<file path="src/hdl/lts_pkg.sv">
// Shared constants and types for the longest target-sum subarray block.
// No dependencies.
`timescale 1ns / 1ps
package lts_pkg;
	localparam int MAX_LEN     = 1024;
	localparam int TABLE_SLOTS = 2048;
	localparam int VALUE_BITS  = 16;
	localparam int SLOT_W      = $clog2(TABLE_SLOTS);
	localparam int LEN_W       = 11;
	localparam int SUM_W       = 27;
	localparam int DIFF_W      = 28;
	localparam int TGT_W       = 26;
	localparam int EPOCH_W     = 4;
	localparam int CQ_DEPTH    = 4;
	localparam int CQ_AW       = $clog2(CQ_DEPTH);

	typedef struct packed {
		logic                     ignore;
		logic                     last;
		logic                     ovf;
		logic [LEN_W-1:0]         count;
		logic signed [SUM_W-1:0]  sum;
		logic signed [DIFF_W-1:0] diff;
	} cmd_t;

	typedef struct packed {
		logic [LEN_W-1:0] best;
		logic             is_last;
		logic             ovf;
	} res_t;

	typedef struct packed {
		logic [EPOCH_W-1:0] epoch;
		logic [SUM_W-1:0]   key;
		logic [LEN_W-1:0]   pos;
	} slot_t;
endpackage

</file>
<file path="src/hdl/lts_front.sv">
// Front end: accepts items, keeps count and prefix sum, classifies each item.
// Depends on lts_pkg.
`timescale 1ns / 1ps
module lts_front (
	input  logic                          clk,
	input  logic                          arst_n,
	input  logic                          accept,
	input  logic [lts_pkg::VALUE_BITS-1:0] value,
	input  logic                          last,
	input  logic                          target_sum_we,
	input  logic [lts_pkg::TGT_W-1:0]     target_sum,
	output lts_pkg::cmd_t                 cmd
);
	import lts_pkg::*;

	logic [LEN_W-1:0]         cnt_q;
	logic signed [SUM_W-1:0]  sum_q;
	logic                     exceeded_q;
	logic signed [TGT_W-1:0]  target_q;
	logic                     at_max;
	logic signed [SUM_W-1:0]  sum_next;

	assign at_max   = (cnt_q == LEN_W'(MAX_LEN));
	assign sum_next = sum_q + {{(SUM_W-VALUE_BITS){value[VALUE_BITS-1]}}, value};

	always_comb begin
		cmd.ignore = at_max;
		cmd.last   = last;
		cmd.ovf    = at_max | exceeded_q;
		cmd.count  = cnt_q + LEN_W'(1);
		cmd.sum    = sum_next;
		cmd.diff   = {sum_next[SUM_W-1], sum_next}
			- {{(DIFF_W-TGT_W){target_q[TGT_W-1]}}, target_q};
	end

	always_ff @(posedge clk or negedge arst_n) begin
		if (!arst_n) begin
			cnt_q      <= '0;
			sum_q      <= '0;
			exceeded_q <= 1'b0;
			target_q   <= '0;
		end else begin
			if (target_sum_we) begin
				target_q <= target_sum;
			end
			if (accept) begin
				if (last) begin
					cnt_q      <= '0;
					sum_q      <= '0;
					exceeded_q <= 1'b0;
				end else if (at_max) begin
					exceeded_q <= 1'b1;
				end else begin
					cnt_q <= cnt_q + LEN_W'(1);
					sum_q <= sum_next;
				end
			end
		end
	end
endmodule

</file>
<file path="config.mk">
export PLATFORM = sky130hd
export DESIGN_NAME = lts_front
export DESIGN_NICKNAME = d
export VERILOG_FILES = /design/src/hdl/lts_pkg.sv /design/src/hdl/lts_front.sv
export SDC_FILE = /design/constraint.sdc
export NUM_CORES = 1
export LEC_CHECK = 0
export BUFFER_PORTS_ARGS = -buffer_cell sky130_fd_sc_hd__buf_2
export CORE_MARGIN = 2
export CORE_UTILIZATION = 60
export DETAILED_ROUTE_END_ITERATION = 8
export PLACE_DENSITY = 0.95
export SYNTH_ARGS = -nofsm -noshare
export SYNTH_HDL_FRONTEND = slang
export SYNTH_SLANG_ARGS = --single-unit
</file>
<file path="constraint.sdc">
create_clock -name clk -period 10.05 [get_ports clk]
set_input_delay 1.005 -clock clk [delete_from_list [all_inputs] [get_ports clk]]
set_output_delay 1.005 -clock clk [all_outputs]
set_load 0.02 [all_outputs]
</file>
# == Word-level counts from Yosys, hierarchy flattened ==
# Cells that the tools add are included.
# totals
n_memories,0
ff_bits,65
mem_bits_ro,0
in_bits,47
latch_bits,0
mem_bits_rw,0
# op_classes
reduce_logical,3
n_lt_le_gt_ge,0
n_div,0
n_mux,6
multipliers,0
n_shift,0
n_bitwise,1
n_eq_ne,2
n_addsub,3
# op_table
op,count
$mux 27,2
$sub 27x26->28,1
$add 27x27->27,1
$mux 11,2
$add 11x1->11 const B,1
$eq 11x11->1 const B,1
$reduce_and 2->1,2
$mux 1,2
$ne 2x2->1 const B,1
$reduce_bool 2->1,1
$or 1x1->1,1

# == Logic depth before layout (Yosys ltp) ==
# Gate-level depths: netlist (run 1).
# depth
word_depth,3
mapped_depth,19
depth_no_buf,19

# == Worst setup path before layout (run 1) ==
# No wires, ideal clock.
# synth_path
path_type,input to output
startpoint,input value[0] (netlist bit)
endpoint,output cmd[25] (netlist bit)
t_arrival_ns,4.792
path_stages,19
required_ns,9.045
slack_ns,4.253
n_path_buf,0
cell_sequence,ha_1 -> inv_1 -> fa_1 -> nor2b_2 -> o2111ai_1 -> a21oi_2 -> o21ai_1 -> nand2b_1 -> a21oi_1 -> xnor2_1 -> ha_1 -> a21oi_1 -> o21ai_1 -> or3_1 -> o211ai_1 -> o21ai_1 -> a21oi_2 -> o21ai_1 -> xnor2_1
# synth_lines
item,line,source
"start, declared",lts_front.sv:8,"input logic [lts_pkg::VALUE_BITS-1:0] value,"
"end, declared",lts_front.sv:12,output lts_pkg::cmd_t cmd

==> impl_metrics.toml, run 1 <==
[synthesis]
syn_area_per_cell_um2 = 8.83
synth_flop_cell = "sky130_fd_sc_hd__dfrtp_1"
synth_async_sr_flop_share = 1.00
proportion_of_synthesized_chip_area_in_sequential_cells = 0.298
synthesis.nets = 723
yosys.area_share.adder = 0.133
register_bit_total_from_synthesis = 65
netlist_instances = 619
synth_top_family_by_area = "compound AO/OA/AOI/OAI gates"
mappedNetlistArea_mm2 = 0.00547
post_synth_xor_area_fraction = 0.0881
synth_enable_flop_cells = 0
synthMuxAreaShare = 0.00389
synth_compound_gate_area_share = 0.273
synth_warnings = 0
distinct_cell_type_count_after_synthesis = 71
synth_simple_gate_area_share = 0.149

[global_routing]
grt_max_degree = 66
grt_antenna_before_repair = 0
grt_pass1_vias = 5185
grt_remaining_overflow = 0
track_usage = 0.283
grt_pass1_wl_um = 23100

[route]
total_detailed_routing_wirelength_um = 13800
post_drt_wl_per_cell_um = 16.4
route.detailed.drc = 0
drt.antenna.violating_nets = 0
drt_first_pass_iters = 5
drt-vias-per-instance = 6.02
drt_first_iter_violations = 203
num_vias = 5067

[sta]
fin_skew_ns = 0.00936
worst-slew-pin-transition_ns = 0.848
fmax_mhz = 165
unrepaired_setup_endpoints_after_global_routing = "no"
setup-tns-final_ns = 0
final_hold_viol_count = 0
slew_headroom = 0.435
post-route-period-util = 0.603
final-setup-viol-count = 0
fin_crit_ns = 6.06
maxSlewViolCount = 0

[run_status]
run_status = "finished, final reports clean"

[worst_setup_path]
worst-endpoint-arrival_ns = 5.05
cp-end-kind = "output pin"
worst-setup-path-type = "input port to output pin"
worst-endpoint-required_ns = 9.05
critical_path.startpoint_type = "input port"
crit_path_max_fanout = 6

[clocking]
cts_tree = "yes"
cts_max_level = 3
hold_buffers = 0
cts_max_path_buffers = 2
clk_root_buffer_cell = "sky130_fd_sc_hd__clkbuf_8"
numCtsBuffers = 9
postCtsSetupRepairBufs = 0
cts_num_sinks = 65
ctsResizeCount = 0
reg_clk_slew_reported_paths_ns = 0.08
worst_skew_pair.late_latency_ns = 0.36

[placed_design]
place.gp.congestion = 0.953
port_buf_inserts = 115
place_hpwl_um = 10400

[job]
maxCapViolations = 0

[floorplan]
die_y_um = 99.4
floorplan.core_area_mm2 = 0.00876
floorplan.die.width_um = 99.4
initial_utilization = 0.624
top_level_ports = 116
die_area_mm2 = 0.00989
placementRows = 34

[min_path]
hold_class = "flip-flop to flip-flop"

[finish]
fin_nets = 833
most-common-layout-cells = "115 x sky130_fd_sc_hd__buf_2, 65 x sky130_fd_sc_hd__dfrtp_1, 55 x sky130_fd_sc_hd__nand2_1, 55 x sky130_fd_sc_hd__ha_1, 54 x sky130_fd_sc_hd__inv_1"
flow.area_growth_from_synthesis_pct = 15.5
antennaDiodeCount = 0
proportion_of_layout_cells_with_a_drive_suffix_above_1 = 0.223
mostFrequentLayoutCell = "sky130_fd_sc_hd__buf_2"
[sequential cells by signal (all words and copies together) (netlist names)]
signal / cells
cnt_q: 11
exceeded_q: 1
target_q: 26
sum_q: 27
[stage by stage]
step | worst slack (ns) | hold slack (ns) | utilization | cells | instance area (µm²)
2_1_floorplan | 4.25 | 0.454 | - | 619 | 5470
3_3_place_gp | 4.22 | 0.474 | 0.697 | 826 | 6110
3_5_place_dp | 4.05 | 0.485 | 0.697 | 826 | 6110
4_1_cts | 4.02 | 0.503 | 0.720 | 842 | 6310
5_1_grt | 3.71 | 0.538 | 0.720 | 842 | 6310
6_report | 3.99 | 0.499 | 0.720 | 842 | 6310
[cell type report]
cell class / count / area [µm²]
clock buffers: 10 / 138
clock inverters: 6 / 66.3
fillers: 678 / 2450
inverters: 54 / 203
multi-input cells: 481 / 3550
flip-flops and latches: 65 / 1630
well taps: 108 / 135
repair buffers: 118 / 598
[critical path: stages]
cell and delay (ns):
sky130_fd_sc_hd__buf_2 0.08, sky130_fd_sc_hd__ha_1 0.15, sky130_fd_sc_hd__inv_1 0.05, sky130_fd_sc_hd__fa_1 0.41, sky130_fd_sc_hd__nor2b_2 0.16, sky130_fd_sc_hd__o2111ai_1 0.17
sky130_fd_sc_hd__a21oi_2 0.26, sky130_fd_sc_hd__o21ai_1 0.13, sky130_fd_sc_hd__nand2b_1 0.11, sky130_fd_sc_hd__a21oi_1 0.08, sky130_fd_sc_hd__xnor2_1 0.24, sky130_fd_sc_hd__ha_1 0.33
sky130_fd_sc_hd__a21oi_1 0.17, sky130_fd_sc_hd__o21ai_1 0.10, sky130_fd_sc_hd__or3_1 0.33, sky130_fd_sc_hd__o211ai_1 0.29, sky130_fd_sc_hd__o21ai_1 0.15, sky130_fd_sc_hd__a21oi_2 0.35
sky130_fd_sc_hd__o21ai_1 0.14, sky130_fd_sc_hd__xnor2_1 0.16, sky130_fd_sc_hd__buf_2 0.18
[synth_stat cells (7+ instances only)]
cell	number	area, µm²
sky130_fd_sc_hd__nand3_1	16	80.1
sky130_fd_sc_hd__o21ai_0	47	235
sky130_fd_sc_hd__inv_1	54	203
sky130_fd_sc_hd__nand2_1	55	206
sky130_fd_sc_hd__a21o_1	26	195
sky130_fd_sc_hd__and3_1	7	43.8
sky130_fd_sc_hd__o21ai_1	8	40.0
sky130_fd_sc_hd__a22o_1	29	254
sky130_fd_sc_hd__a21oi_1	40	200
sky130_fd_sc_hd__o211ai_1	11	82.6
sky130_fd_sc_hd__clkbuf_1	15	56.3
sky130_fd_sc_hd__o21a_1	7	52.6
sky130_fd_sc_hd__nand2b_1	10	62.6
sky130_fd_sc_hd__dfrtp_1	65	1630
sky130_fd_sc_hd__xnor2_1	42	368
sky130_fd_sc_hd__ha_1	55	688
sky130_fd_sc_hd__nor2_1	23	86.3
sky130_fd_sc_hd__xor2_1	13	114
[layer usage]
metal / track usage / vias to the layer above / wire length [µm] / part of all wire
met5: 0 / - / 0 / 0
met4: 0.0917 / 0 / 224 / 0.016
met3: 0.0604 / 26 / 738 / 0.053
met2: 0.499 / 176 / 6950 / 0.50
met1: 0.345 / 2401 / 5900 / 0.43
li1: - / 2464 / - / -
[path summary, 6_finish.rpt]
| kind | slack [ns] | startpoint | cells past startpoint | endpoint |
|---|---|---|---|---|
| min reg2reg | 0.50 | sum_q[0] | 2 | sum_q[0] |
| max reg2reg | 7.32 | sum_q[0] | 11 | sum_q[18] |
| min | 0.50 | sum_q[0] | 2 | sum_q[0] |
| max | 3.99 | value[0] | 21 | cmd[25] |
| min in group asynchronous | 0.82 | arst_n | 2 | target_q[21] |
| max in group asynchronous | 8.67 | arst_n | 2 | sum_q[10] |
[cell families after synthesis]
family          Yosys count
compound gates          212
simple gates            155
buf+inv                  73
flops                    65
fa+ha+maj                57
xor+xnor                 55
mux                       2
Power of run 1 is left out: the tool's default activity adds up to more than one toggle a clock period on the data nets, which glitch-free logic cannot reach.
==> run 2, diff against run 1 <==
- CORE_UTILIZATION: 60 -> 56
- PLACE_DENSITY: 0.95 -> 0.93
- clock period: 10.05 -> 5.93 ns (I/O delays scaled with it)
==> impl_metrics.toml, run 2 (same netlist as run 1, synthesis figures left out) <==
[floorplan]
placementRows = 36
initial_utilization = 0.567
die_area_mm2 = 0.0106
floorplan.die.width_um = 103
top_level_ports = 116
floorplan.core_area_mm2 = 0.00964
die_y_um = 103

[worst_setup_path]
worst-setup-path-type = "flip-flop to output pin"
worst-endpoint-arrival_ns = 4.70
worst-endpoint-required_ns = 5.34
cp-end-kind = "output pin"
crit_path_max_fanout = 6
crit-reg2reg-launch = "sum_q[0]"
critical_path.startpoint_type = "flip-flop"
crit_path_start = "sum_q[0]"

[finish]
reg_top3 = "sum_q: 27 flops, target_q: 26 flops, cnt_q: 11 flops"
flow.area_growth_from_synthesis_pct = 17.0
proportion_of_layout_cells_with_a_drive_suffix_above_1 = 0.223
max_flop_register = "sum_q"
antennaDiodeCount = 0
mostFrequentLayoutCell = "sky130_fd_sc_hd__buf_2"
fin_nets = 833
most-common-layout-cells = "115 x sky130_fd_sc_hd__buf_2, 65 x sky130_fd_sc_hd__dfrtp_1, 55 x sky130_fd_sc_hd__nand2_1, 55 x sky130_fd_sc_hd__ha_1, 54 x sky130_fd_sc_hd__inv_1"
max_ffs_per_register = 27

[route]
drt_first_iter_violations = 216
num_vias = 5071
drt-vias-per-instance = 5.85
post_drt_wl_per_cell_um = 16.2
drt_first_pass_iters = 4
route.detailed.drc = 0
drt.antenna.violating_nets = 0
total_detailed_routing_wirelength_um = 14000

[clocking]
numCtsBuffers = 9
cts_tree = "yes"
cts_max_path_buffers = 2
postCtsSetupRepairBufs = 0
ctsResizeCount = 0
worst_skew_pair.late_latency_ns = 0.36
cts_max_level = 3
hold_buffers = 0
clk_root_buffer_cell = "sky130_fd_sc_hd__clkbuf_8"
cts_num_sinks = 65
reg_clk_slew_reported_paths_ns = 0.08

[global_routing]
grt_pass1_wl_um = 22800
grt_max_degree = 52
grt_antenna_before_repair = 0
grt_pass1_vias = 4904
grt_remaining_overflow = 0
track_usage = 0.270

[job]
maxCapViolations = 0

[sta]
fmax_mhz = 189
unrepaired_setup_endpoints_after_global_routing = "no"
final-setup-viol-count = 0
setup-tns-final_ns = 0
worst-slew-pin-transition_ns = 0.783
post-route-period-util = 0.893
fin_skew_ns = 0.00866
final_hold_viol_count = 0
maxSlewViolCount = 0
fin_worst_hold_slack_ns = 0.302
fin_crit_ns = 5.29
slew_headroom = 0.478

[run_status]
run_status = "finished, final reports clean"

[placed_design]
port_buf_inserts = 115
place_hpwl_um = 10500
place.gp.congestion = 1.00

[min_path]
hold_class = "input port to async pin"
==> run 2: cell count changes in the layout (fill, tap and decap cells not counted) <==
cell,previous run,this run
sky130_fd_sc_hd__clkinv_2,2,0
sky130_fd_sc_hd__bufinv_16,1,3
sky130_fd_sc_hd__inv_6,1,0
sky130_fd_sc_hd__clkinvlp_4,0,1
==> run 2: final timing paths <==
check | endpoint | slack (ns) | cells past startpoint
max | cmd[23] | 0.64 | 20
min | target_q[19] | 0.30 | 1
max reg2reg | sum_q[18] | 3.14 | 11
min reg2reg | sum_q[0] | 0.50 | 2
max in group asynchronous | sum_q[12] | 4.66 | 2
min in group clk | target_q[24] | 0.44 | 3
==> run 2: per-stage QoR <==
step                      utilization  setup slack, ns  cells  instance area, µm²
final                           0.663            0.637    867                6390
after global routing            0.663            0.302    867                6390
after CTS                       0.663            0.664    867                6390
after detailed placement        0.637            0.747    851                6140
after global placement          0.637            0.925    851                6140
after floorplan                     -            0.957    619                5470
==> run 2: routing by layer <==
| layer | track usage | vias to the layer above | part of all wire |
|---|---|---|---|
| met4 | 0.0931 | 0 | 0.023 |
| met5 | 0 | - | 0 |
| met2 | 0.457 | 183 | 0.49 |
| met1 | 0.345 | 2396 | 0.43 |
| met3 | 0.0563 | 30 | 0.064 |
| li1 | - | 2462 | - |
==> run 2: layout make-up <==
| type | instances | area (µm²) |
|---|---|---|
| inverters | 54 | 203 |
| repair buffers | 118 | 598 |
| fillers | 784 | 3250 |
| well taps | 133 | 166 |
| multi-input cells | 481 | 3550 |
| flip-flops and latches | 65 | 1630 |
| clock buffers | 10 | 138 |
| clock inverters | 6 | 115 |
==> run 2: critical path, stage by stage (launching register included) <==
cell and delay, ns:
sky130_fd_sc_hd__dfrtp_1 0.35, sky130_fd_sc_hd__ha_1 0.17, sky130_fd_sc_hd__inv_1 0.05, sky130_fd_sc_hd__fa_1 0.42
sky130_fd_sc_hd__nor2b_2 0.15, sky130_fd_sc_hd__o2111ai_1 0.17, sky130_fd_sc_hd__a21oi_2 0.25, sky130_fd_sc_hd__o21ai_1 0.14
sky130_fd_sc_hd__nand2b_1 0.10, sky130_fd_sc_hd__a21oi_1 0.08, sky130_fd_sc_hd__xnor2_1 0.25, sky130_fd_sc_hd__ha_1 0.34
sky130_fd_sc_hd__a21oi_1 0.18, sky130_fd_sc_hd__o21ai_1 0.10, sky130_fd_sc_hd__or3_1 0.33, sky130_fd_sc_hd__o211ai_1 0.30
sky130_fd_sc_hd__o21ai_1 0.14, sky130_fd_sc_hd__a21oi_2 0.34, sky130_fd_sc_hd__o21bai_1 0.14, sky130_fd_sc_hd__xor2_1 0.14
sky130_fd_sc_hd__buf_2 0.18
Power of run 2 is left out for the same reason.
==> run 3, diff against run 2 <==
- PLACE_DENSITY: 0.93 -> 0.8
==> impl_metrics.toml, run 3 (same netlist as run 1, synthesis figures left out) <==
[global_routing]
grt_antenna_before_repair = 0
grt_remaining_overflow = 0
grt_pass1_vias = 4786
track_usage = 0.263
grt_pass1_wl_um = 21900
grt_max_degree = 66

[worst_setup_path]
worst-setup-path-type = "flip-flop to output pin"
worstPathCellList = "ha_1, inv_1, fa_1, nor2b_2, o2111ai_1, a21oi_2, o21ai_1, nand2b_1, a21oi_1, xnor2_1, ha_1, a21oi_1, o21ai_1, or3_1, o211ai_1, o21ai_1, a21oi_2, o21bai_1, xor2_1, buf_2"
crit-reg2reg-launch = "sum_q[0]"
cp-end-kind = "output pin"
worst-endpoint-required_ns = 5.34
most_frequent_cell_on_critical_path = "sky130_fd_sc_hd__o21ai_1"
critPathSlowestCell = "sky130_fd_sc_hd__fa_1"
crit_path_max_fanout = 6
worst-endpoint-arrival_ns = 4.63
rr_worst_depth = 11
worstPathBufferInverterCount = 2
timing.rr.end = "sum_q[24]"
peak_per_stage_delay_on_the_critical_path_ns = 0.41
critical_path.startpoint_type = "flip-flop"
cpLargestDelayFamily = "compound AO/OA/AOI/OAI gates"
r2r_setup_slack_ns = 3.24

[route]
drt_first_iter_violations = 254
drt.antenna.violating_nets = 0
post_drt_wl_per_cell_um = 15.2
total_detailed_routing_wirelength_um = 13200
drt_first_pass_iters = 4
drt-vias-per-instance = 5.72
num_vias = 4957
route.detailed.drc = 0

[sta]
fmax_mhz = 191
post-route-period-util = 0.881
setup-tns-final_ns = 0
slew_headroom = 0.436
maxSlewViolCount = 0
final_hold_viol_count = 0
fin_skew_ns = 0.0136
final-setup-viol-count = 0
unrepaired_setup_endpoints_after_global_routing = "no"
worst-slew-pin-transition_ns = 0.846
fin_crit_ns = 5.22

[min_path]
hold_class = "input port to async pin"

[clocking]
cts_tree = "yes"
worst_skew_pair.late_latency_ns = 0.36
numCtsBuffers = 9
cts_max_path_buffers = 2
clk_root_buffer_cell = "sky130_fd_sc_hd__clkbuf_8"
postCtsSetupRepairBufs = 0
hold_buffers = 0
cts_max_level = 3
reg_clk_slew_reported_paths_ns = 0.07
ctsResizeCount = 0
cts_num_sinks = 65

[finish]
proportion_of_layout_cells_with_a_drive_suffix_above_1 = 0.219
antennaDiodeCount = 0
fin_nets = 833
flow.area_growth_from_synthesis_pct = 16.4
mostFrequentLayoutCell = "sky130_fd_sc_hd__buf_2"
max_ffs_per_register = 27
post-route-util = 0.660
max_flop_register = "sum_q"
layout.cell_area.non_filler_mm2 = 0.00636
most-common-layout-cells = "115 x sky130_fd_sc_hd__buf_2, 65 x sky130_fd_sc_hd__dfrtp_1, 55 x sky130_fd_sc_hd__nand2_1, 55 x sky130_fd_sc_hd__ha_1, 54 x sky130_fd_sc_hd__inv_1"
reg_top3 = "sum_q: 27 flops, target_q: 26 flops, cnt_q: 11 flops"

[floorplan]
placementRows = 36
floorplan.core_area_mm2 = 0.00964
floorplan.die.width_um = 103
die_area_mm2 = 0.0106
die_y_um = 103
top_level_ports = 116
initial_utilization = 0.567

[placed_design]
place_hpwl_um = 10100
place.gp.congestion = 0.920
placed_cell_area_mm2 = 0.00614
port_buf_inserts = 115

[run_status]
run_status = "finished, final reports clean"

[job]
maxCapViolations = 0
==> run 3: worst max path at each step <==
| stage | start | to | slack, ns | depth (start not counted) |
|---|---|---|---|---|
| floorplan | value[0] | cmd[25] | 0.96 | 19 |
| global placement | value[0] | cmd[23] | 0.91 | 21 |
| detailed placement | value[0] | cmd[23] | 0.78 | 21 |
| CTS | sum_q[0] | cmd[23] | 0.72 | 20 |
| global route | sum_q[0] | cmd[23] | 0.32 | 20 |
| finish | sum_q[0] | cmd[23] | 0.71 | 20 |
==> run 3: routing by layer <==
metal,vias up,track usage,part of all wire
met2,132,0.450,0.49
li1,2460,-,-
met4,0,0.0982,0.014
met5,-,0,0
met1,2348,0.337,0.45
met3,17,0.0414,0.048
==> run 3: through the flow <==
stage | hold WS [ns] | worst slack, ns | instances
after floorplan | 0.297 | 0.957 | 619
after global placement | 0.470 | 0.909 | 851
after detailed placement | 0.489 | 0.778 | 851
after CTS | 0.433 | 0.723 | 867
after global routing | 0.459 | 0.325 | 867
final | 0.426 | 0.706 | 867
==> run 3: final cells by class <==
class                      instances  area, µm²
clock buffer                      14        163
clock inverter                     2       60.1
fill                             842       3280
inverter                          54        203
multi-input combinational        481       3550
sequential                        65       1630
tap                              133        166
timing repair buffer             118        598
Power of run 3 is left out for the same reason.
