--- config.mk ---
export PLATFORM = sky130hd
export DESIGN_NAME = lts_cmd_q
export DESIGN_NICKNAME = d
export VERILOG_FILES = /design/src/hdl/lts_pkg.sv /design/src/hdl/lts_cmd_q.sv
export SDC_FILE = /design/constraint.sdc
export NUM_CORES = 1
export LEC_CHECK = 0
export ABC_AREA = 1
export BUFFER_PORTS_ARGS = -buffer_cell sky130_fd_sc_hd__clkbuf_2
export CAP_MARGIN = 20
export CORE_ASPECT_RATIO = 0.8
export CORE_MARGIN = 2
export CORE_UTILIZATION = 58
export CTS_CLUSTER_DIAMETER = 100
export DETAILED_ROUTE_END_ITERATION = 7
export PLACE_DENSITY = 0.83
export SETUP_SLACK_MARGIN = 0.15
export SYNTH_ARGS = -nofsm -noshare
export SYNTH_HDL_FRONTEND = slang
export SYNTH_SLANG_ARGS = --single-unit
export TNS_END_PERCENT = 1
--- constraint.sdc ---
create_clock -name clk -period 3.2 [get_ports clk]
set_input_delay 0.48 -clock clk [delete_from_list [all_inputs] [get_ports clk]]
set_output_delay 0.48 -clock clk [all_outputs]
set_load 0.05 [all_outputs]
--- src/hdl/lts_pkg.sv ---
// Shared constants and types for the longest target-sum subarray block.
// No dependencies.
`timescale 1ns / 1ps
package lts_pkg;
	localparam int MAX_LEN     = 1024;
	localparam int TABLE_SLOTS = 2048;
	localparam int VALUE_BITS  = 16;
	localparam int SLOT_W      = $clog2(TABLE_SLOTS);
	localparam int LEN_W       = 11;
	localparam int SUM_W       = 27;
	localparam int DIFF_W      = 28;
	localparam int TGT_W       = 26;
	localparam int EPOCH_W     = 4;
	localparam int CQ_DEPTH    = 4;
	localparam int CQ_AW       = $clog2(CQ_DEPTH);

	typedef struct packed {
		logic                     ignore;
		logic                     last;
		logic                     ovf;
		logic [LEN_W-1:0]         count;
		logic signed [SUM_W-1:0]  sum;
		logic signed [DIFF_W-1:0] diff;
	} cmd_t;

	typedef struct packed {
		logic [LEN_W-1:0] best;
		logic             is_last;
		logic             ovf;
	} res_t;

	typedef struct packed {
		logic [EPOCH_W-1:0] epoch;
		logic [SUM_W-1:0]   key;
		logic [LEN_W-1:0]   pos;
	} slot_t;
endpackage

--- src/hdl/lts_cmd_q.sv ---
// Short item queue between front and back end.
// Depends on lts_pkg.
`timescale 1ns / 1ps
module lts_cmd_q (
	input  logic          clk,
	input  logic          arst_n,
	input  logic          wr,
	input  lts_pkg::cmd_t din,
	input  logic          rd,
	output lts_pkg::cmd_t dout,
	output logic          full,
	output logic          empty
);
	import lts_pkg::*;

	cmd_t             mem_q [CQ_DEPTH];
	logic [CQ_AW-1:0] wp_q;
	logic [CQ_AW-1:0] rp_q;
	logic [CQ_AW:0]   cnt_q;

	assign full  = (cnt_q == (CQ_AW+1)'(CQ_DEPTH));
	assign empty = (cnt_q == '0);
	assign dout  = mem_q[rp_q];

	always_ff @(posedge clk) begin
		if (wr) begin
			mem_q[wp_q] <= din;
		end
	end

	always_ff @(posedge clk or negedge arst_n) begin
		if (!arst_n) begin
			wp_q  <= '0;
			rp_q  <= '0;
			cnt_q <= '0;
		end else begin
			if (wr) begin
				wp_q <= wp_q + CQ_AW'(1);
			end
			if (rd) begin
				rp_q <= rp_q + CQ_AW'(1);
			end
			if (wr && !rd) begin
				cnt_q <= cnt_q + (CQ_AW+1)'(1);
			end else if (rd && !wr) begin
				cnt_q <= cnt_q - (CQ_AW+1)'(1);
			end
		end
	end
endmodule

After elaboration in Yosys (flattened, before gate mapping)

Memories as Yosys holds them, arrays and structs flattened.
Index checks and enable logic that the tools add are counted.

Add/subtract/negate cells: 4
Eq/ne operators: 1
Multiplexer cells: 4
Reductions and logical operators: 6

Operators with widths:

| operator                                          | number |
|---|---|
| two-way mux 3 bit                                 | 2 |
| adder 2 x 1 -> 2 bit (second input constant)      | 2 |
| adder 3 x 1 -> 3 bit (second input constant)      | 1 |
| == test 3 bit (second input constant)             | 1 |
| zero test 3 bit                                   | 1 |
| subtractor 3 x 1 -> 3 bit (second input constant) | 1 |
| logical AND 1 bit                                 | 2 |
| zero test 1 bit                                   | 2 |
| two-way mux 1 bit                                 | 2 |
| nonzero test 2 bit                                | 1 |

Register bits after elaboration: 7
Bits in writable memories: 276
Bits of input ports: 73
Output and inout port bits: 71
Word-level logic and storage cells: 19
Memories kept: 1

Memory list:

| memory | words | width | read ports | clocked after Yosys merged registers in | write ports | RTL line        | text |
|---|---|---|---|---|---|---|---|
| mem_q  | 4     | 69    | 1          | 0                                       | 1           | lts_cmd_q.sv:16 | `cmd_t mem_q [CQ_DEPTH];` |

Depth between registers and ports, before layout

Gate-level depths: netlist of run 1.

Depth in word-level cells: 4
Mapped depth: 9
Mapped depth without buffers: 9

Worst setup path after synthesis of run 1

OpenSTA, ideal clock, no wires.

Path kind: input port to flip-flop
From: input wr
To: memory mem_q[0][0] in the netlist's numbering, enable pin
Library setup time: 0.423 ns
Arrival time: 2.116 ns
Data required time: 2.777 ns
Slack: 0.661 ns
Stages: 3
Path buffers: 1
Cells stage by stage: clkbuf_1 -> nand2_1 -> inv_1

Cells in the longest elaborated chain, start to end: 2

RTL lines:

| element                                 | RTL line        | text |
|---|---|---|
| start, declared                         | lts_cmd_q.sv:7  | `input logic wr,` |
| two-way mux 1 bit                       | lts_cmd_q.sv:26 | `if (wr) begin` |
| two-way mux 1 bit (not written as such) | lts_cmd_q.sv:27 | `mem_q[wp_q] <= din;` |
| end, declared                           | lts_cmd_q.sv:16 |  |

No other way between the ends.

==> out/metrics.cfg, run 1 <==
[pwr]
p_per_area_mw_per_mm2=1080
p_leak_nw=5.59
p_sw_share_pct=44.2
power_mw=14.7
clockPowerShare_pct=20.6
vdd_drop_max_uv=753
p_sw_mw=6.52
p_seq_share_pct=35.1
p_int_mw=8.22
combPwrFrac_pct=44.3

[timing]
tightest_slew_ns=0.635
final_max_slew_viol_count=0
setup_tns_ns=0
maxSlewHeadroom_pct=57.7
period_share_pct=87.6
rsz0062_at_grt=false
hold_violations=0
setup_viol_count_final=0
fmax_mhz=357
fin_crit_ns=2.80
skew_ns=0.0190
setup_slack_ns=0.397

[worst_setup_path]
endpoint=dout[59]
required_ns=2.72
r2r_cells=5
worstPathMaxFanout=63
start_kind=flip-flop
critPathLaunch=rp_q[0]$_DFFE_PN0P_
r2r_slack_ns=1.38
worst-setup-path-type=flip-flop to output pin
crit_path_end_kind=output pin
cp.arrival_ns=2.32
regToRegStartpoint=wp_q[1]$_DFFE_PN0P_
r2r_end=mem_q[1][16]$_DFFE_PP_

[finish]
final_area_mm2=0.0136
areaGrowthSynthToFinish_pct=14.6
final_common_cell=edfxtp_1
diodes=0
layout-drive-gt1-share_pct=27.9
nNetsFinal=1074
most-common-layout-cells=edfxtp_1 (276), nand2_1 (220), inv_1 (145)

[route]
routed_wl_um=21200
drt_iter0_markers=565
drc=0
drt-wirelength-per-cell_um=16.6
antenna_left=0
first_pass_iters=5
vias_per_cell=5.25
via_count=6721

[placed_design]
io_buffers=143
placed_cell_area_mm2=0.0127
pre_cts_slack_ns=0.959
place_congestion=0.720
dpl.hpwl_um=12500

[min_path]
hold_start=din[54]
hp-class=primary input to flip-flop

[global_routing]
grt_max_degree=70
overflow=0
grt_pass1_vias=6666
antenna_found_initial=0
grt_pass1_wl_um=33500
track_usage_pct=19.5

[floorplan]
die_x_um=164
die-area_mm2=0.0216
initial_core_util_pct=59.5
rows=46
core_mm2=0.0199
boundaryPins=144
die_h_um=132

[yosys]
synthesis.area_mm2=0.0119
syn-instance-count=853
yosys.area.top_type_share_pct=69.9
yosys.area.top_type=edfxtp_1
ys_ff_latch=283
synth-warning-count=0
synth.distinct_cells=21
ys_seq_area_share_pct=71.4
synth_fp_nets=932
synth_area_leaders=edfxtp_1 (70%), o211ai_2 (8.4%), nand2_1 (7.0%)
synth_area_per_cell_um2=13.9

[clock_network]
clk_latency_ns=0.53
ctsHoldBuffers=1
cts_buffer_depth=3
cts_buffers=27
cts_setup_buffers=0
cts_resized=0
cts_tree=done
htreeDepth=1
cts.clk_slew.worst_paths_ns=0.06
clock-sinks=283
cts_root_buffer=clkbuf_16

[job]
max_cap_viol_count=0

[run_status]
status=completed

==> registers in the layout, indices dropped and copies added, names as in the netlist <==
signal / count
wp_q: 2
mem_q: 276
cnt_q: 3
rp_q: 2
==> synth_stat cells <==
cell      number
o211ai_2      80
ha_1           5
xor2_1         3
nand3_1        1
buf_2         16
nand2_1      220
buf_4          2
nor3_1         2
xnor2_1        1
buf_6         26
inv_2          1
edfxtp_1     276
inv_1        148
o211ai_1      58
buf_8          2
clkbuf_1       1
fa_1           1
o21ai_1        1
clkinv_2       1
dfrtp_1        7
nand4_1        1
==> cells by family after synthesis <==
| family | after synthesis | share of synthesized area [%] |
|---|---|---|
| adder cells (fa/ha/maj) | 6 | 0.697 |
| AO/OA/AOI/OAI | 139 | 12.2 |
| flip-flops | 283 | 71.4 |
| buffers and inverters | 197 | 8.32 |
| AND/OR/NAND/NOR | 224 | 7.15 |
| XOR/XNOR | 4 | 0.296 |
==> critical path: stages (launching register included) <==
cell	delay, ns
dfrtp_4	0.84
buf_12	0.36
nand2_1	0.10
o211ai_1	0.09
nand2_1	0.12
clkbuf_2	0.25
==> per-stage QoR <==
stage               instances  hold WS, ns  utilization [%]
floorplan                 853        0.184                -
global placement         1229        0.334             63.9
detailed placement       1229        0.343             63.9
CTS                      1279        0.144             68.3
global route             1279        0.150             68.3
finish                   1279        0.170             68.3
==> routing by layer <==
| metal | global-route usage, % | up-vias | wire, µm |
|---|---|---|---|
| met1 | 26.7 | 3235 | 9190 |
| met5 | 0 | - | 0 |
| met2 | 32.2 | 186 | 10200 |
| met4 | 5.46 | 0 | 492 |
| met3 | 3.84 | 44 | 1370 |
| li1 | - | 3256 | - |
==> worst min path at each step <==
| stage | cells after the start | slack, ns | end |
|---|---|---|---|
| floorplan | 0 | 0.18 | cnt_q[0]$_DFFE_PN0P_ |
| global placement | 1 | 0.33 | cnt_q[2]$_DFFE_PN0P_ |
| detailed placement | 1 | 0.34 | cnt_q[2]$_DFFE_PN0P_ |
| CTS | 1 | 0.14 | mem_q[3][54]$_DFFE_PP_ |
| global route | 1 | 0.15 | mem_q[0][67]$_DFFE_PP_ |
| finish | 1 | 0.17 | mem_q[1][54]$_DFFE_PP_ |
==> final cells by class <==
cell class,count,area (µm²)
Clock buffer,28,679
Clock inverter,21,170
Fill cell,1346,6320
Inverter,150,564
Multi-Input combinational cell,373,2410
Sequential cell,283,8470
Tap cell,264,330
Timing Repair Buffer,160,971
==> power groups by stage <==
stage	clock (mW)	sequential (mW)	combinational, mW
2_1_floorplan	0	5.11	5.41
3_3_place_gp	0	5.22	6.45
3_5_place_dp	0	5.25	6.56
5_1_grt	3.23	5.24	6.98
6_report	3.04	5.17	6.52
4_1_cts	3.11	5.18	6.58
(Power assumes the default switching activity.)
==> inputs of run 2 (changes only) <==
PLACE_DENSITY = 0.8   (was 0.83)
==> out/metrics.cfg, run 2 (synthesis gave the netlist of run 1 again) <==
[run_status]
status=completed  ; unchanged

[timing]
setup_viol_count_final=0  ; unchanged
fmax_mhz=350  ; was 357 MHz
maxSlewHeadroom_pct=57.4  ; was 57.7%
tightest_slew_ns=0.638  ; was 0.635 ns
setup_tns_ns=0  ; unchanged
fin_crit_ns=2.86  ; was 2.80 ns
period_share_pct=89.3  ; was 87.6%
rsz0062_at_grt=false  ; unchanged
final_max_slew_viol_count=0  ; unchanged
hold_violations=0  ; unchanged
skew_ns=0.00596  ; was 0.0190 ns

[route]
drt-wirelength-per-cell_um=16.8  ; was 16.6 µm
first_pass_iters=5  ; unchanged
drc=0  ; unchanged
drt_iter0_markers=525  ; was 565
antenna_left=0  ; unchanged
routed_wl_um=21400  ; was 21,200 µm
vias_per_cell=5.20  ; was 5.25
via_count=6654  ; was 6,721

[finish]
nNetsFinal=1074  ; unchanged
final_common_cell=edfxtp_1  ; unchanged
fin_util_pct=68.1  ; was 68.3%
reg.largest.list=mem_q (276), cnt_q (3)  ; unchanged
multi_input_area_mm2=0.00241  ; unchanged
areaGrowthSynthToFinish_pct=14.4  ; was 14.6%
most-common-layout-cells=edfxtp_1 (276), nand2_1 (220), inv_1 (145)  ; unchanged
largest_reg_flops=276  ; unchanged
layout-drive-gt1-share_pct=27.7  ; was 27.9%
seq_area_mm2=0.00847  ; unchanged
fillCellCount=1390  ; was 1,346
top_register=mem_q  ; unchanged

[clock_network]
cts_root_buffer=clkbuf_16  ; unchanged
ctsHoldBuffers=1  ; unchanged
cts_resized=0  ; unchanged
clock-sinks=283  ; unchanged
cts_tree=done  ; unchanged
cts_buffers=28  ; was 27
cts_buffer_depth=3  ; unchanged
cts_setup_buffers=0  ; unchanged
htreeDepth=1  ; unchanged
cts.clk_slew.worst_paths_ns=0.06  ; about the same
clk_latency_ns=0.52  ; was 0.53 ns

[placed_design]
dpl.hpwl_um=12500  ; about the same
io_buffers=143  ; unchanged
place_congestion=0.697  ; was 0.720

[worst_setup_path]
crit_path_end_kind=output pin  ; unchanged
max_stage_delay_ns=0.83  ; was 0.84 ns
worst-setup-path-type=flip-flop to output pin  ; unchanged
worstPathMaxFanout=80  ; was 63
required_ns=2.72  ; about the same
crit_top_cell=nand2_1  ; unchanged
cp.arrival_ns=2.38  ; was 2.32 ns
r2r_end=mem_q[0][6]$_DFFE_PP_  ; was mem_q[1][16]$_DFFE_PP_
slowest_stage=dfrtp_4  ; unchanged
r2r_slack_ns=1.24  ; was 1.38 ns
r2r_cells=5  ; unchanged
path_cells=buf_12, nand2_1, o211ai_1, nand2_1, clkbuf_2  ; unchanged
cp_num_buf_inv=2  ; unchanged
crit_family=flip-flops  ; unchanged
regToRegStartpoint=wp_q[0]$_DFFE_PN0P_  ; was wp_q[1]$_DFFE_PN0P_
start_kind=flip-flop  ; unchanged

[global_routing]
antenna_found_initial=3  ; was 0
use_met1_pct=27.7  ; was 26.7%
grt_pass1_vias=6482  ; was 6,666
track_usage_pct=19.8  ; was 19.5%
grtUsageMet3_pct=4.22  ; was 3.84%
overflow=0  ; unchanged
top_usage_layer=met2  ; unchanged
use_met2_pct=32.3  ; was 32.2%
grt_max_degree=82  ; was 70
grt_pass1_wl_um=33600  ; was 33,500 µm

[pwr]
p_leak_nw=5.56  ; was 5.59 nW
vdd_drop_max_uv=1070  ; was 753 µV
p_per_area_mw_per_mm2=1080  ; about the same
power_mw=14.7  ; about the same

[floorplan]
rows=46  ; unchanged
boundaryPins=144  ; unchanged
die_h_um=132  ; unchanged
core_mm2=0.0199  ; unchanged
initial_core_util_pct=59.5  ; unchanged
die-area_mm2=0.0216  ; unchanged
die_x_um=164  ; unchanged

[min_path]
whs_path_depth=1  ; unchanged
hp-class=primary input to flip-flop  ; unchanged
hold_start=din[44]  ; was din[54]
min_to=mem_q[0][44]$_DFFE_PP_  ; was mem_q[1][54]$_DFFE_PP_

[job]
max_cap_viol_count=0  ; unchanged

==> run 2: cell types whose count changed in the layout (fill, tap and decap cells not counted), sizes merged <==
cell / previous run / this run
clkbuf: 171 / 180
diode: 0 / 1
buf: 16 / 15
bufinv: 3 / 1
clkinvlp: 0 / 1
clkinv: 18 / 15
inv: 150 / 145
==> run 2: worst max-delay path by stage <==
stage,start,to,slack (ns),cells past startpoint
after global routing,rp_q[0]$_DFFE_PN0P_,dout[24],0.20,5
final,rp_q[0]$_DFFE_PN0P_,dout[24],0.34,5
after floorplan,wr,mem_q[0][0]$_DFFE_PP_,0.66,3
after CTS,rp_q[0]$_DFFE_PN0P_,dout[24],0.33,5
after global placement,rp_q[0]$_DFFE_PN0P_,dout[19],0.94,4
after detailed placement,rp_q[0]$_DFFE_PN0P_,dout[24],0.89,5
==> run 2: area by class of cell <==
| class | count | area share, % |
|---|---|---|
| diodes | 1 | 0.0184 |
| clock buffers | 37 | 5.57 |
| clock inverters | 12 | 0.599 |
| inverters | 150 | 4.20 |
| multi-input cells | 373 | 17.7 |
| flip-flops and latches | 283 | 62.4 |
| well taps | 264 | 2.43 |
| repair buffers | 159 | 7.01 |
==> run 2: per-stage QoR <==
step                hold WS, ns  cell area [µm²]  cells  setup slack (ns)
finish                    0.170            13600   1279             0.342
global route              0.151            13600   1278             0.200
CTS                       0.155            13600   1278             0.328
detailed placement        0.331            12700   1228             0.886
global placement          0.330            12700   1228             0.936
floorplan                 0.184            11900    853             0.661
==> run 2: where the power goes <==
group / switching (mW) / internal, mW
Combinational: 4.97 / 1.57
Clock: 1.26 / 1.73
Sequential: 0.313 / 4.86
Total: 6.54 / 8.15
==> run 2: layer usage <==
metal  vias up  share of wire (%)
met5         -              0.051
li1       3258                  -
met3        39                6.3
met2       172                 47
met1      3183                 45
met4         2                1.8
==> inputs of run 3 (changes only) <==
CORE_UTILIZATION = 34   (was 58)
PLACE_DENSITY = unset   (was 0.8)
==> out/metrics.cfg, run 3 (synthesis gave the netlist of run 1 again) <==
[route]
drc=0  ; unchanged
antenna_left=0  ; unchanged
drt-wirelength-per-cell_um=15.8  ; was 16.8 µm
routed_wl_um=23600  ; was 21,400 µm
vias_per_cell=4.41  ; was 5.20
drt_iter0_markers=342  ; was 525
via_count=6564  ; was 6,654
first_pass_iters=4  ; was 5

[timing]
tightest_slew_ns=0.700  ; was 0.638 ns
fin_crit_ns=2.65  ; was 2.86 ns
final_max_slew_viol_count=0  ; unchanged
maxSlewHeadroom_pct=53.3  ; was 57.4%
hold_violations=0  ; unchanged
rsz0062_at_grt=false  ; unchanged
setup_slack_ns=0.547  ; was 0.342 ns
skew_ns=0.0182  ; was 0.00596 ns
setup_viol_count_final=0  ; unchanged
fmax_mhz=377  ; was 350 MHz
whs_ns=0.146  ; was 0.170 ns
period_share_pct=82.9  ; was 89.3%
setup_tns_ns=0  ; unchanged

[global_routing]
grt_max_degree=128  ; was 82
antenna_found_initial=2  ; was 3
track_usage_pct=13.1  ; was 19.8%
grt_pass1_wl_um=36400  ; was 33,600 µm
grt_pass1_vias=6422  ; was 6,482
overflow=0  ; unchanged

[run_status]
status=completed  ; unchanged

[worst_setup_path]
worstPathMaxFanout=127  ; was 80
slowest_stage=dfrtp_4  ; unchanged
cp_num_buf_inv=2  ; unchanged
crit_family=buffers and inverters  ; was flip-flops
r2r_end=mem_q[0][45]$_DFFE_PP_  ; was mem_q[0][6]$_DFFE_PP_
r2r_cells=5  ; unchanged
endpoint=dout[39]  ; was dout[24]
cp_num_cells=4  ; was 5
crit_path_end_kind=output pin  ; unchanged
path_cells=buf_12, o211ai_1, nand2_1, clkbuf_2  ; was buf_12, nand2_1, o211ai_1, nand2_1, clkbuf_2
max_stage_delay_ns=0.45  ; was 0.83 ns
cp.arrival_ns=2.17  ; was 2.38 ns
regToRegStartpoint=wp_q[0]$_DFFE_PN0P_  ; unchanged
r2r_slack_ns=1.25  ; was 1.24 ns
worst-setup-path-type=flip-flop to output pin  ; unchanged
critPathLaunch=rp_q[0]$_DFFE_PN0P_  ; unchanged
start_kind=flip-flop  ; unchanged
required_ns=2.72  ; about the same

[finish]
nNetsFinal=1075  ; was 1,074
largest_reg_flops=276  ; unchanged
top_register=mem_q  ; unchanged
layout-drive-gt1-share_pct=28.2  ; was 27.7%
fillCellCount=3237  ; was 1,390
diodes=0  ; was 1
reg.largest.list=mem_q (276), cnt_q (3)  ; unchanged
most-common-layout-cells=edfxtp_1 (276), nand2_1 (220), inv_1 (145)  ; unchanged
final_common_cell=edfxtp_1  ; unchanged
areaGrowthSynthToFinish_pct=17.6  ; was 14.4%

[placed_design]
place_congestion=0.678  ; was 0.697
dpl.hpwl_um=13200  ; was 12,500 µm
io_buffers=143  ; unchanged
pre_cts_slack_ns=1.16  ; was 0.886 ns

[pwr]
p_per_area_mw_per_mm2=1080  ; about the same
p_sw_mw=6.64  ; was 6.54 mW
clockPowerShare_pct=22.9  ; was 20.3%
p_leak_nw=5.62  ; was 5.56 nW
p_int_mw=8.47  ; was 8.15 mW
vdd_drop_max_uv=646  ; was 1070 µV
combPwrFrac_pct=43.6  ; was 44.5%
p_sw_share_pct=44.0  ; was 44.5%
p_seq_share_pct=33.5  ; was 35.2%

[floorplan]
rows=61  ; was 46
boundaryPins=144  ; unchanged
die_x_um=213  ; was 164 µm
core_mm2=0.0346  ; was 0.0199 mm²
die-area_mm2=0.0364  ; was 0.0216 mm²
initial_core_util_pct=34.3  ; was 59.5%
die_h_um=171  ; was 132 µm

[clock_network]
cts_setup_buffers=0  ; unchanged
cts_tree=done  ; unchanged
clk_latency_ns=0.55  ; was 0.52 ns
cts_resized=0  ; unchanged
cts_buffers=30  ; was 28
htreeDepth=1  ; unchanged
cts_buffer_depth=3  ; unchanged
cts_root_buffer=clkbuf_16  ; unchanged
clock-sinks=283  ; unchanged
cts.clk_slew.worst_paths_ns=0.06  ; about the same

[min_path]
hp-class=primary input to flip-flop  ; unchanged

[job]
max_cap_viol_count=0  ; unchanged

-- run 3: cell types whose count changed in the layout (fill, tap and decap cells not counted), sizes merged --
| cell | delta |
|---|---|
| buf | -1 |
| bufinv | +3 |
| clkinvlp | -1 |
| diode | -1 |
-- run 3: metrics by stage --
stage          total power, mW  instances  area, µm²  utilization [%]
5_1_grt                   16.0       1487      13900             40.3
3_5_place_dp              11.9       1435      13000             37.5
6_report                  15.1       1487      13900             40.3
2_1_floorplan             10.5        853      11900                -
4_1_cts                   15.4       1487      13900             40.3
3_3_place_gp              11.8       1435      13000             37.5
-- run 3: how the worst min path moves through the flow --
stage	endpoint	startpoint	slack (ns)	depth (start not counted)
5_1_grt	mem_q[0][65]$_DFFE_PP_	din[65]	0.12	1
4_1_cts	mem_q[3][39]$_DFFE_PP_	din[39]	0.11	1
3_3_place_gp	cnt_q[2]$_DFFE_PN0P_	arst_n	0.35	1
2_1_floorplan	cnt_q[0]$_DFFE_PN0P_	arst_n	0.18	0
3_5_place_dp	cnt_q[0]$_DFFE_PN0P_	arst_n	0.36	1
6_report	mem_q[2][50]$_DFFE_PP_	din[50]	0.15	1
-- run 3: power by group through the flow --
stage | combinational (mW) | clock, mW | sequential (mW)
6_report | 6.59 | 3.46 | 5.06
5_1_grt | 7.15 | 3.72 | 5.12
4_1_cts | 6.73 | 3.57 | 5.07
3_5_place_dp | 6.72 | 0 | 5.14
3_3_place_gp | 6.67 | 0 | 5.12
2_1_floorplan | 5.41 | 0 | 5.11
-- run 3: timing repair --
item | in CTS | in global routing
hold buffers | 1 | 0
endpoints found under the setup margin | 0 | 0
hold endpoints to repair | 7 | 0
-- run 3: final cells by class --
type                       instances  area (µm²)  share of cell area, %
clock inverter                    14         174                   1.25
inverter                         150         569                   4.08
clock buffer                      37         798                   5.73
tap                              472         591                   4.24
sequential                       283        8470                   60.8
multi-input combinational        373        2410                   17.3
timing repair buffer             158         931                   6.68
-- run 3: per-layer routing --
metal	global-route usage (%)	vias to the layer above	share of wire [%]
met2	21.1	128	47
met4	3.01	2	1.8
met5	0	-	0.055
li1	-	3250	-
met3	3.18	35	4.7
met1	17.9	3149	47
